`config.mk`:
```
export PLATFORM = sky130hd
export DESIGN_NAME = bitmap_contiguous_frame_allocator_core
export DESIGN_NICKNAME = d
export VERILOG_FILES = /design/src/bcfa_pkg.sv /design/src/bcfa_ram.sv /design/src/bcfa_word_fit.sv /design/src/bitmap_contiguous_frame_allocator_core.sv
export VERILOG_INCLUDE_DIRS = /design/src /design/src/src
export SDC_FILE = /design/constraint.sdc
export NUM_CORES = 2
export LEC_CHECK = 0
export BUFFER_PORTS_ARGS = -buffer_cell sky130_fd_sc_hd__buf_2
export CORE_MARGIN = 5
export CORE_UTILIZATION = 42
export DETAILED_ROUTE_END_ITERATION = 6
export PLACE_DENSITY = 0.65
export REMOVE_ABC_BUFFERS = 1
export SYNTH_ARGS = -nofsm -noshare
export SYNTH_HDL_FRONTEND = slang
export SYNTH_SLANG_ARGS = --single-unit
```
`constraint.sdc`:
```
create_clock -name clk -period 11.9 [get_ports clk]
set_clock_uncertainty 0.2 [all_clocks]
set_input_delay 2.38 -clock clk [delete_from_list [all_inputs] [get_ports clk]]
set_output_delay 2.38 -clock clk [all_outputs]
set_load 0.1 [all_outputs]
```
`src/bitmap_contiguous_frame_allocator_core_assert.svh`:
```
// Assertion macros for the frame allocator core.
`ifndef BITMAP_CONTIGUOUS_FRAME_ALLOCATOR_CORE_ASSERT_SVH
`define BITMAP_CONTIGUOUS_FRAME_ALLOCATOR_CORE_ASSERT_SVH
`ifndef SYNTH
`define BCFA_PROP(lbl, ck, rn, p, m) \
  lbl: assert property (@(posedge ck) disable iff (!rn) p) else $error(m);
`define BCFA_CHK(lbl, p, m) `BCFA_PROP(lbl, clk, rst_n, p, m)
`else
`define BCFA_PROP(lbl, ck, rn, p, m)
`define BCFA_CHK(lbl, p, m)
`endif
`endif

```
`src/bcfa_pkg.sv`:
```
// Shared types, constants and helpers of the frame allocator.
`timescale 1ns / 1ps
package bcfa_pkg;

  localparam int NUM_FRAMES = 1024;
  localparam int WORD_W     = 32;
  localparam int NUM_WORDS  = NUM_FRAMES / WORD_W;
  localparam int WIDX_W     = $clog2(NUM_WORDS);
  localparam int BIT_W      = $clog2(WORD_W);
  localparam int FRAME_W    = 10;
  localparam int LEN_W      = 11;
  localparam int CNT_W      = 11;

  typedef enum logic [1:0] {
    OP_ALLOC = 2'd0,
    OP_FREE  = 2'd1,
    OP_CLEAR = 2'd2,
    OP_RSVD  = 2'd3
  } op_t;

  typedef enum logic [1:0] {
    ST_OK        = 2'd0,
    ST_NO_SPACE  = 2'd1,
    ST_NOT_ALLOC = 2'd2,
    ST_RANGE     = 2'd3
  } status_t;

  typedef enum logic [2:0] {
    S_IDLE,
    S_SCAN,
    S_FREE_RD,
    S_FREE_CHK,
    S_MARK_RD,
    S_MARK_WR,
    S_DONE
  } state_t;

  typedef struct packed {
    logic [1:0]         operation;
    logic [FRAME_W-1:0] start_frame;
    logic [LEN_W-1:0]   run_length;
  } in_item_t;

  typedef struct packed {
    logic [1:0]         status;
    logic [FRAME_W-1:0] result_frame;
    logic [CNT_W-1:0]   used_count;
    logic [CNT_W-1:0]   free_count;
  } out_item_t;

  typedef struct packed {
    logic              hit;
    logic [BIT_W-1:0]  pos;
    logic [CNT_W-1:0]  carry;
  } fit_res_t;

  // Bits of word w covered by the run s..e.
  function automatic logic [WORD_W-1:0] run_mask(input logic [WIDX_W-1:0] w,
                                                 input logic [FRAME_W-1:0] s,
                                                 input logic [FRAME_W-1:0] e);
    logic [BIT_W-1:0]  lo;
    logic [BIT_W-1:0]  hi;
    logic [WORD_W-1:0] m;
    lo = (w == s[FRAME_W-1 -: WIDX_W]) ? s[BIT_W-1:0] : '0;
    hi = (w == e[FRAME_W-1 -: WIDX_W]) ? e[BIT_W-1:0] : '1;
    for (int k = 0; k < WORD_W; k++) begin
      m[k] = (BIT_W'(k) >= lo) && (BIT_W'(k) <= hi);
    end
    return m;
  endfunction

endpackage

```
`src/bcfa_ram.sv`:
```
// Generic simple dual-port RAM with registered read.
`timescale 1ns / 1ps
module bcfa_ram #(
  parameter int WIDTH = 32,
  parameter int DEPTH = 32,
  parameter int AW    = $clog2(DEPTH)
) (
  input  logic             clk,
  input  logic             we,
  input  logic [AW-1:0]    waddr,
  input  logic [WIDTH-1:0] wdata,
  input  logic [AW-1:0]    raddr,
  output logic [WIDTH-1:0] rdata
);

  logic [WIDTH-1:0] mem [DEPTH];

  always_ff @(posedge clk) begin
    if (we) begin
      mem[waddr] <= wdata;
    end
    rdata <= mem[raddr];
  end

endmodule

```
`src/bcfa_word_fit.sv`:
```
// First-fit search of one map word, given the free run carried in from below.
`timescale 1ns / 1ps
module bcfa_word_fit import bcfa_pkg::*; (
  input  logic [WORD_W-1:0] word,
  input  logic [CNT_W-1:0]  carry,
  input  logic [LEN_W-1:0]  run_len,
  output fit_res_t          res
);

  always_comb begin
    logic [WORD_W-1:0] hit_v;
    logic              win_free;
    logic [CNT_W:0]    reach;
    logic [BIT_W-1:0]  top;
    hit_v    = '0;
    win_free = 1'b1;
    reach    = '0;
    top      = '0;
    // A run ending at bit j: every bit of the window up to and including j is free,
    // and the window plus the carried run reaches the length.
    for (int j = 0; j < WORD_W; j++) begin
      win_free = 1'b1;
      for (int k = 0; k < WORD_W; k++) begin
        if ((k <= j) && ((LEN_W+1)'(k) + {1'b0, run_len} > (LEN_W+1)'(j))) begin
          win_free = win_free & ~word[k];
        end
      end
      reach    = {1'b0, carry} + (CNT_W+1)'(j + 1);
      hit_v[j] = win_free && (reach >= {1'b0, run_len});
    end
    res.hit = |hit_v;
    res.pos = '0;
    for (int j = WORD_W - 1; j >= 0; j--) begin
      if (hit_v[j]) begin
        res.pos = BIT_W'(j);
      end
    end
    for (int j = 0; j < WORD_W; j++) begin
      if (word[j]) begin
        top = BIT_W'(j);
      end
    end
    if (word == '0) begin
      res.carry = carry + CNT_W'(WORD_W);
    end else begin
      res.carry = CNT_W'(WORD_W - 1) - CNT_W'(top);
    end
  end

endmodule

```
`src/bitmap_contiguous_frame_allocator_core.sv`:
```
// Top level of the bitmap first-fit frame allocator.
`timescale 1ns / 1ps
`include "bitmap_contiguous_frame_allocator_core_assert.svh"
// Keeps a used bit for each of 1024 frames in a 32 x 32-bit RAM (one read
// port, one write port, registered read) plus an allocated count.
// Each row has a valid flop; an invalid row reads as all free, so reset and
// the clear operation empty the map at once with no sweep.
// One item is worked at a time; a new one is taken as soon as the previous
// result sits in the output register, even if that result is still stalled.
// Each item walks the map through the RAM: an allocate scans the words
// for a first fit, then reads and writes back each word the run touches;
// a free reads the word of its first frame and checks that frame, then
// reads and writes back each word the run touches (it stops after the
// check if the length is zero or the first frame is clear); clear and
// rejected items go straight to the result. The scan reads one word a
// cycle and tests it in the next.
// Status: ok, no free run (also for zero length), first frame not allocated,
// out of range (length over 1024, free past the last frame, opcode 3).
module bitmap_contiguous_frame_allocator_core import bcfa_pkg::*; (
  input  logic      clk,
  input  logic      rst_n,
  input  logic      in_valid,
  output logic      in_stall,
  input  in_item_t  in_data,
  output logic      out_valid,
  input  logic      out_stall,
  output out_item_t out_data
);

  state_t             state_r, state_nxt;
  logic [1:0]         op_r, op_nxt;
  logic [LEN_W-1:0]   len_r, len_nxt;
  logic [FRAME_W-1:0] st_r, st_nxt;
  logic [FRAME_W-1:0] end_r, end_nxt;
  logic [WIDX_W-1:0]  w_r, w_nxt;
  logic [WIDX_W:0]    rd_cnt_r, rd_cnt_nxt;
  logic               pipe_vld_r, pipe_vld_nxt;
  logic [WIDX_W-1:0]  pipe_idx_r, pipe_idx_nxt;
  logic [CNT_W-1:0]   carry_r, carry_nxt;
  logic [CNT_W-1:0]   total_r, total_nxt;
  logic [NUM_WORDS-1:0] row_vld_r, row_vld_nxt;
  logic               rd_vld_r, rd_vld_nxt;
  logic [1:0]         status_r, status_nxt;
  logic [FRAME_W-1:0] frame_r, frame_nxt;
  logic               out_valid_r, out_valid_nxt;
  out_item_t          out_data_r, out_data_nxt;

  logic               ram_we;
  logic [WIDX_W-1:0]  ram_waddr;
  logic [WORD_W-1:0]  ram_wdata;
  logic [WIDX_W-1:0]  ram_raddr;
  logic [WORD_W-1:0]  ram_rdata;
  logic [WORD_W-1:0]  rdq;
  fit_res_t           fit;
  logic [LEN_W:0]     free_end;
  logic [LEN_W-1:0]   tmp_frame;
  logic [WORD_W-1:0]  mask;

  bcfa_ram #(.WIDTH(WORD_W), .DEPTH(NUM_WORDS)) u_map (
    .clk   (clk),
    .we    (ram_we),
    .waddr (ram_waddr),
    .wdata (ram_wdata),
    .raddr (ram_raddr),
    .rdata (ram_rdata)
  );

  // Rows never written since the last clear read as all free.
  assign rdq = rd_vld_r ? ram_rdata : '0;

  bcfa_word_fit u_fit (
    .word    (rdq),
    .carry   (carry_r),
    .run_len (len_r),
    .res     (fit)
  );

  // Full-width end of a free run, so a long run past the map never wraps.
  assign free_end  = (LEN_W+1)'(in_data.start_frame) + (LEN_W+1)'(in_data.run_length);
  assign in_stall  = (state_r != S_IDLE);
  assign out_valid = out_valid_r;
  assign out_data  = out_data_r;

  always_comb begin
    state_nxt    = state_r;
    op_nxt       = op_r;
    len_nxt      = len_r;
    st_nxt       = st_r;
    end_nxt      = end_r;
    w_nxt        = w_r;
    rd_cnt_nxt   = rd_cnt_r;
    pipe_vld_nxt = pipe_vld_r;
    pipe_idx_nxt = pipe_idx_r;
    carry_nxt    = carry_r;
    total_nxt    = total_r;
    row_vld_nxt  = row_vld_r;
    status_nxt   = status_r;
    frame_nxt    = frame_r;
    out_data_nxt = out_data_r;
    // Drop the output once it transfers.
    out_valid_nxt = out_valid_r && out_stall;
    ram_we       = 1'b0;
    ram_waddr    = w_r;
    ram_raddr    = w_r;
    tmp_frame    = '0;
    mask         = run_mask(w_r, st_r, end_r);
    ram_wdata    = (op_r == OP_ALLOC) ? (rdq | mask) : (rdq & ~mask);

    unique case (state_r)
      S_IDLE: begin
        if (in_valid) begin
          op_nxt     = in_data.operation;
          len_nxt    = in_data.run_length;
          st_nxt     = in_data.start_frame;
          frame_nxt  = '0;
          state_nxt  = S_DONE;
          case (in_data.operation)
            OP_ALLOC: begin
              if (in_data.run_length == '0) begin
                status_nxt = ST_NO_SPACE;
              end else if (in_data.run_length > LEN_W'(NUM_FRAMES)) begin
                status_nxt = ST_RANGE;
              end else begin
                rd_cnt_nxt   = '0;
                pipe_vld_nxt = 1'b0;
                carry_nxt    = '0;
                state_nxt    = S_SCAN;
              end
            end
            OP_FREE: begin
              if (free_end > (LEN_W+1)'(NUM_FRAMES)) begin
                status_nxt = ST_RANGE;
              end else begin
                state_nxt = S_FREE_RD;
              end
            end
            OP_CLEAR: begin
              row_vld_nxt = '0;
              total_nxt   = '0;
              status_nxt  = ST_OK;
            end
            default: begin
              status_nxt = ST_RANGE;
            end
          endcase
        end
      end

      S_SCAN: begin
        // Issue one word a cycle; test the word read in the cycle before.
        ram_raddr = rd_cnt_r[WIDX_W-1:0];
        if (rd_cnt_r < (WIDX_W+1)'(NUM_WORDS)) begin
          rd_cnt_nxt   = rd_cnt_r + 1'b1;
          pipe_vld_nxt = 1'b1;
          pipe_idx_nxt = rd_cnt_r[WIDX_W-1:0];
        end else begin
          pipe_vld_nxt = 1'b0;
        end
        if (pipe_vld_r) begin
          if (fit.hit) begin
            tmp_frame = {1'b0, pipe_idx_r, fit.pos} + 1'b1 - len_r;
            end_nxt   = {pipe_idx_r, fit.pos};
            st_nxt    = tmp_frame[FRAME_W-1:0];
            w_nxt     = tmp_frame[FRAME_W-1 -: WIDX_W];
            state_nxt = S_MARK_RD;
          end else if (pipe_idx_r == WIDX_W'(NUM_WORDS - 1)) begin
            status_nxt = ST_NO_SPACE;
            frame_nxt  = '0;
            state_nxt  = S_DONE;
          end else begin
            carry_nxt = fit.carry;
          end
        end
      end

      S_FREE_RD: begin
        ram_raddr = st_r[FRAME_W-1 -: WIDX_W];
        state_nxt = S_FREE_CHK;
      end

      S_FREE_CHK: begin
        if (!rdq[st_r[BIT_W-1:0]]) begin
          status_nxt = ST_NOT_ALLOC;
          state_nxt  = S_DONE;
        end else if (len_r == '0) begin
          status_nxt = ST_OK;
          frame_nxt  = st_r;
          state_nxt  = S_DONE;
        end else begin
          tmp_frame = {1'b0, st_r} + len_r - 1'b1;
          end_nxt   = tmp_frame[FRAME_W-1:0];
          w_nxt     = st_r[FRAME_W-1 -: WIDX_W];
          state_nxt = S_MARK_RD;
        end
      end

      S_MARK_RD: begin
        ram_raddr = w_r;
        state_nxt = S_MARK_WR;
      end

      S_MARK_WR: begin
        // Set or clear the run's bits in this word and write it back.
        ram_we         = 1'b1;
        row_vld_nxt[w_r] = 1'b1;
        if (w_r == end_r[FRAME_W-1 -: WIDX_W]) begin
          if (op_r == OP_ALLOC) begin
            total_nxt = total_r + len_r;
          end else begin
            total_nxt = (total_r >= len_r) ? (total_r - len_r) : '0;
          end
          status_nxt = ST_OK;
          frame_nxt  = st_r;
          state_nxt  = S_DONE;
        end else begin
          w_nxt     = w_r + 1'b1;
          state_nxt = S_MARK_RD;
        end
      end

      S_DONE: begin
        // Hold until the output register is free.
        if (!out_valid_r || !out_stall) begin
          out_valid_nxt           = 1'b1;
          out_data_nxt.status       = status_r;
          out_data_nxt.result_frame = frame_r;
          out_data_nxt.used_count   = total_r;
          out_data_nxt.free_count   = CNT_W'(NUM_FRAMES) - total_r;
          state_nxt               = S_IDLE;
        end
      end

      default: begin
        state_nxt = S_IDLE;
      end
    endcase

    rd_vld_nxt = row_vld_r[ram_raddr];
  end

  always_ff @(posedge clk) begin
    if (!rst_n) begin
      state_r     <= S_IDLE;
      rd_cnt_r    <= '0;
      pipe_vld_r  <= 1'b0;
      total_r     <= '0;
      row_vld_r   <= '0;
      rd_vld_r    <= 1'b0;
      out_valid_r <= 1'b0;
    end else begin
      state_r     <= state_nxt;
      rd_cnt_r    <= rd_cnt_nxt;
      pipe_vld_r  <= pipe_vld_nxt;
      total_r     <= total_nxt;
      row_vld_r   <= row_vld_nxt;
      rd_vld_r    <= rd_vld_nxt;
      out_valid_r <= out_valid_nxt;
    end
  end

  always_ff @(posedge clk) begin
    op_r       <= op_nxt;
    len_r      <= len_nxt;
    st_r       <= st_nxt;
    end_r      <= end_nxt;
    w_r        <= w_nxt;
    pipe_idx_r <= pipe_idx_nxt;
    carry_r    <= carry_nxt;
    status_r   <= status_nxt;
    frame_r    <= frame_nxt;
    out_data_r <= out_data_nxt;
  end

  `BCFA_CHK(a_count_sum, out_valid_r |-> (out_data_r.used_count + out_data_r.free_count == CNT_W'(NUM_FRAMES)), "used and free counts do not add up")
  `BCFA_CHK(a_total_max, total_r <= CNT_W'(NUM_FRAMES), "allocated count above frame total")
  `BCFA_CHK(a_busy_after_accept, (in_valid && !in_stall) |=> in_stall, "not busy after a transfer")
  `BCFA_CHK(a_mark_window, (state_r == S_MARK_WR) |-> ((w_r >= st_r[FRAME_W-1 -: WIDX_W]) && (w_r <= end_r[FRAME_W-1 -: WIDX_W])), "write outside the run")

endmodule
```
==> summary.md <==
| Metric | Value |
|---|---|
| GR peak layer | `met2` |
| Syn-to-layout area delta | `11.4%` |
| Vias in the first global route | `between 50000 and 60000` |
| Tot GR Track Use | `0.395` |
| Wire per inst | `41.7 um` |
| Arrival time worst endpoint | `10.66 ns` |
| Area fraction of the dominant cell type after synthesis | `0.467` |
| Die height | `425 um` |
| Buffers & Inverters on Critical Path | `4` |
| Drt drc | `0` |
| Post-synth EDFFs | `1123` |
| Routed wire length | `about 360 mm` |
| Syn avg cell area | `11.6 um2` |
| Max-Cap Viols | `2` |
| Share of layout cells above drive strength 1 | `0.171` |
| Via/cell ratio | `6.81` |
| Cell with the most instances after synthesis | `edfxtp_1` |
| Number of setup buffers added after CTS | `0` |
| WP data required | `between 10 and 15 ns` |
| Core box area | `171000 um2` |
| RSZ-0062 raised after global routing | `false` |
| CP max stage cell | `a311oi_1` |
| CP endpoint kind | `flop` |
| # H-tree levels | `3` |
| Initial antenna violation count | `24` |
| Synth top cells by count | `edfxtp_1 (1123), a21oi_1 (485), nand2_1 (477)` |
| Max incr delay on CP | `1.23 ns` |
| Final Hold Fails | `0` |
| Max Freq | `0.0964 GHz` |
| Post_cts resized | `0` |
| Area of the multi-input gates | `35100 um2` |
| Async S/R FF share, synth | `0` |
| Max clock buf depth | `3` |
| Register Area | `35500 um2` |
| Crit Path Category | `reg2reg` |
| Routed Antenna Nets | `0` |
| Failing checks | `capacitance limit, slew limit` |
| Worst vdd ir | `around 0.2 mV` |
| Clock transition at path regs | `0.06 ns` |
| Leak | `0.0284 uW` |
| Post-route clock period utilization | `0.872` |
| Routability cong. | `1.11` |
| Port Buffer Count | `62` |
| DR pass1 iterations | `6` |
| Post-synthesis sequential area ratio | `0.491` |
| Met2 Usage GRT | `0.598` |
| CTS Sinks | `1210` |
| Row cnt | `152` |
| CP top delay family | `compound AO/OA/AOI/OAI gates` |
| Unique masters post-synth | `109` |
| Dpl hpwl | `259 mm` |
| Slew Limit Fails | `2` |
| Final Cell Area | `80400 um2` |
| DIE AREA | `between 150000 and 200000 um2` |
| Largest net degree at the start of global routing | `108` |
| DP Area | `76700 um2` |
| Cell Area, Synth | `72200 um2` |
| Hold Crit Class | `reg2reg` |
| Yosys reg bits | `1210` |
| Hold-fix buffers, CTS | `0` |
| Max-slew headroom | `-0.0415` |
| First-pass GRT wire length | `about 490 mm` |
| Top post-synthesis cells by area | `edfxtp_1 (47%), mux4_2 (8.5%), ha_1 (6.5%)` |
| Overflow after GRT | `0` |
| Min Clock Period, post-route | `10.37 ns` |
| WHS | `~0.21 ns` |
| Num ports | `63` |
| # nets final | `6716` |
| Filler cells | `15349` |
| Critical-path maximum fanout | `17` |
| Mapped Cells | `6240` |
| Outcome | `finished, violations left` |
| Slew @ Worst Pin | `1.55 ns` |
| Final setup fails | `0` |
| Clk_lat worst skew | `0.79 ns` |
| Crit start category | `flop` |
| Root Buffer | `clkbuf_16` |
| Starting Density | `0.421` |
| DR iter-0 viols | `8879` |
| Post-synth top area cell | `edfxtp_1` |
| Number of synthesis warnings | `0` |
| GR Util met3 | `0.0927` |
| Via count | `59515` |
| Met1 Use GR | `0.524` |
| Die X | `425 um` |
| Ys flop type | `edfxtp_1` |
| CTS tree | `done` |
| Cell Pwr Density | `222 nW/um2` |
| Clock buffer count from CTS | `118` |
[registers in the layout (all words and copies together), names as in the netlist, 3 cells and up]
| register | cells |
|---|---|
| carry_r | 11 |
| end_r | 10 |
| u_map.mem | 1024 |
| out_data | 33 |
| st_r | 10 |
| row_vld_r | 32 |
| u_map.rdata | 32 |
| len_r | 11 |
| state_r | 3 |
| total_r | 11 |
| frame_r | 10 |
| pipe_idx_r | 5 |
| rd_cnt_r | 6 |
| ram_waddr | 5 |
[report_power, final]
part           internal (uW)  leakage [uW]  switching [uW]
clock network           1940       0.00179            1620
registers               4970        0.0110             233
logic                   2940        0.0156            6110
total                   9860        0.0284            7960
[through the flow]
stage	util	total power (uW)	std cells	setup slack [ns]	setup TNS, ns
after floorplan	-	11900	5810	-12.92	-404.22
after global placement	0.447	14100	8495	2.21	0
after detailed placement	0.447	14000	8496	2.34	0
after CTS	0.469	17600	8715	2.33	0
after global routing	0.469	18300	8717	1.63	0
final	0.469	17800	8733	1.53	0
[cell type report]
class                   count  share of cell area
diodes                     16            0.000498
clock buffers             164              0.0400
clock inverters            55             0.00604
inverters                 134             0.00629
multi-input cells        4466               0.436
flip-flops and latches   1210               0.441
well taps                2310              0.0359
repair buffers            378              0.0340
[layout by cell type, fill, tap and decap left out, types with 62 or more instances in the layout]
cell,count
a21o_1,78
a21oi_1,481
a31oi_1,96
and2_1,68
buf_2,62
buf_4,311
clkbuf_16,118
dfxtp_1,86
edfxtp_1,1123
ha_1,372
inv_1,119
mux2_2,71
mux2i_1,93
mux4_2,274
nand2_1,472
nand2b_1,73
nand3_1,156
nor2_1,403
nor3_1,90
nor4_1,66
o211ai_1,88
o21ai_0,339
xnor2_1,190
xor2_1,119
[layer usage]
metal / up-vias / wire (um)
met5: - / 44
met4: 6 / 25000
met3: 850 / 35700
met2: 3923 / 159000
met1: 30505 / 144000
li1: 24231 / -
[worst register-to-register path, delay by kind of cell (launching register included)]
| family | cells | cell delay [ns] |
|---|---|---|
| AOI/OAI and AO/OA | 12 | 4.65 |
| xor gates and xnor gates | 1 | 0.16 |
| adders and majority gates | 4 | 1.68 |
| buffers and inverters | 4 | 1.03 |
| DFF | 1 | 0.67 |
| and+or+nand+nor | 7 | 1.73 |
[worst paths after layout]
check / start / end / slack (ns) / depth (start not counted)
worst max-delay path: len_r[3] / ram_waddr[4] / 1.53 / 28
worst min-delay path: frame_r[9] / out_data[31] / 0.21 / 0
worst max register to register: len_r[3] / ram_waddr[4] / 1.53 / 28
worst min register to register: frame_r[9] / out_data[31] / 0.21 / 0
[logic make-up (layout without fill, tap and decap cells)]
kind of cell	after synthesis	after routing	synth area share
fa+ha+maj	381	381	0.0666
xor+xnor	321	321	0.0389
other cells	0	16	0
buf+inv	564	731	0.0320
mux	454	454	0.112
compound gates	1611	1611	0.143
flops	1210	1210	0.491
simple gates	1699	1699	0.116
Note: power is estimated with default switching activity, not from simulation.
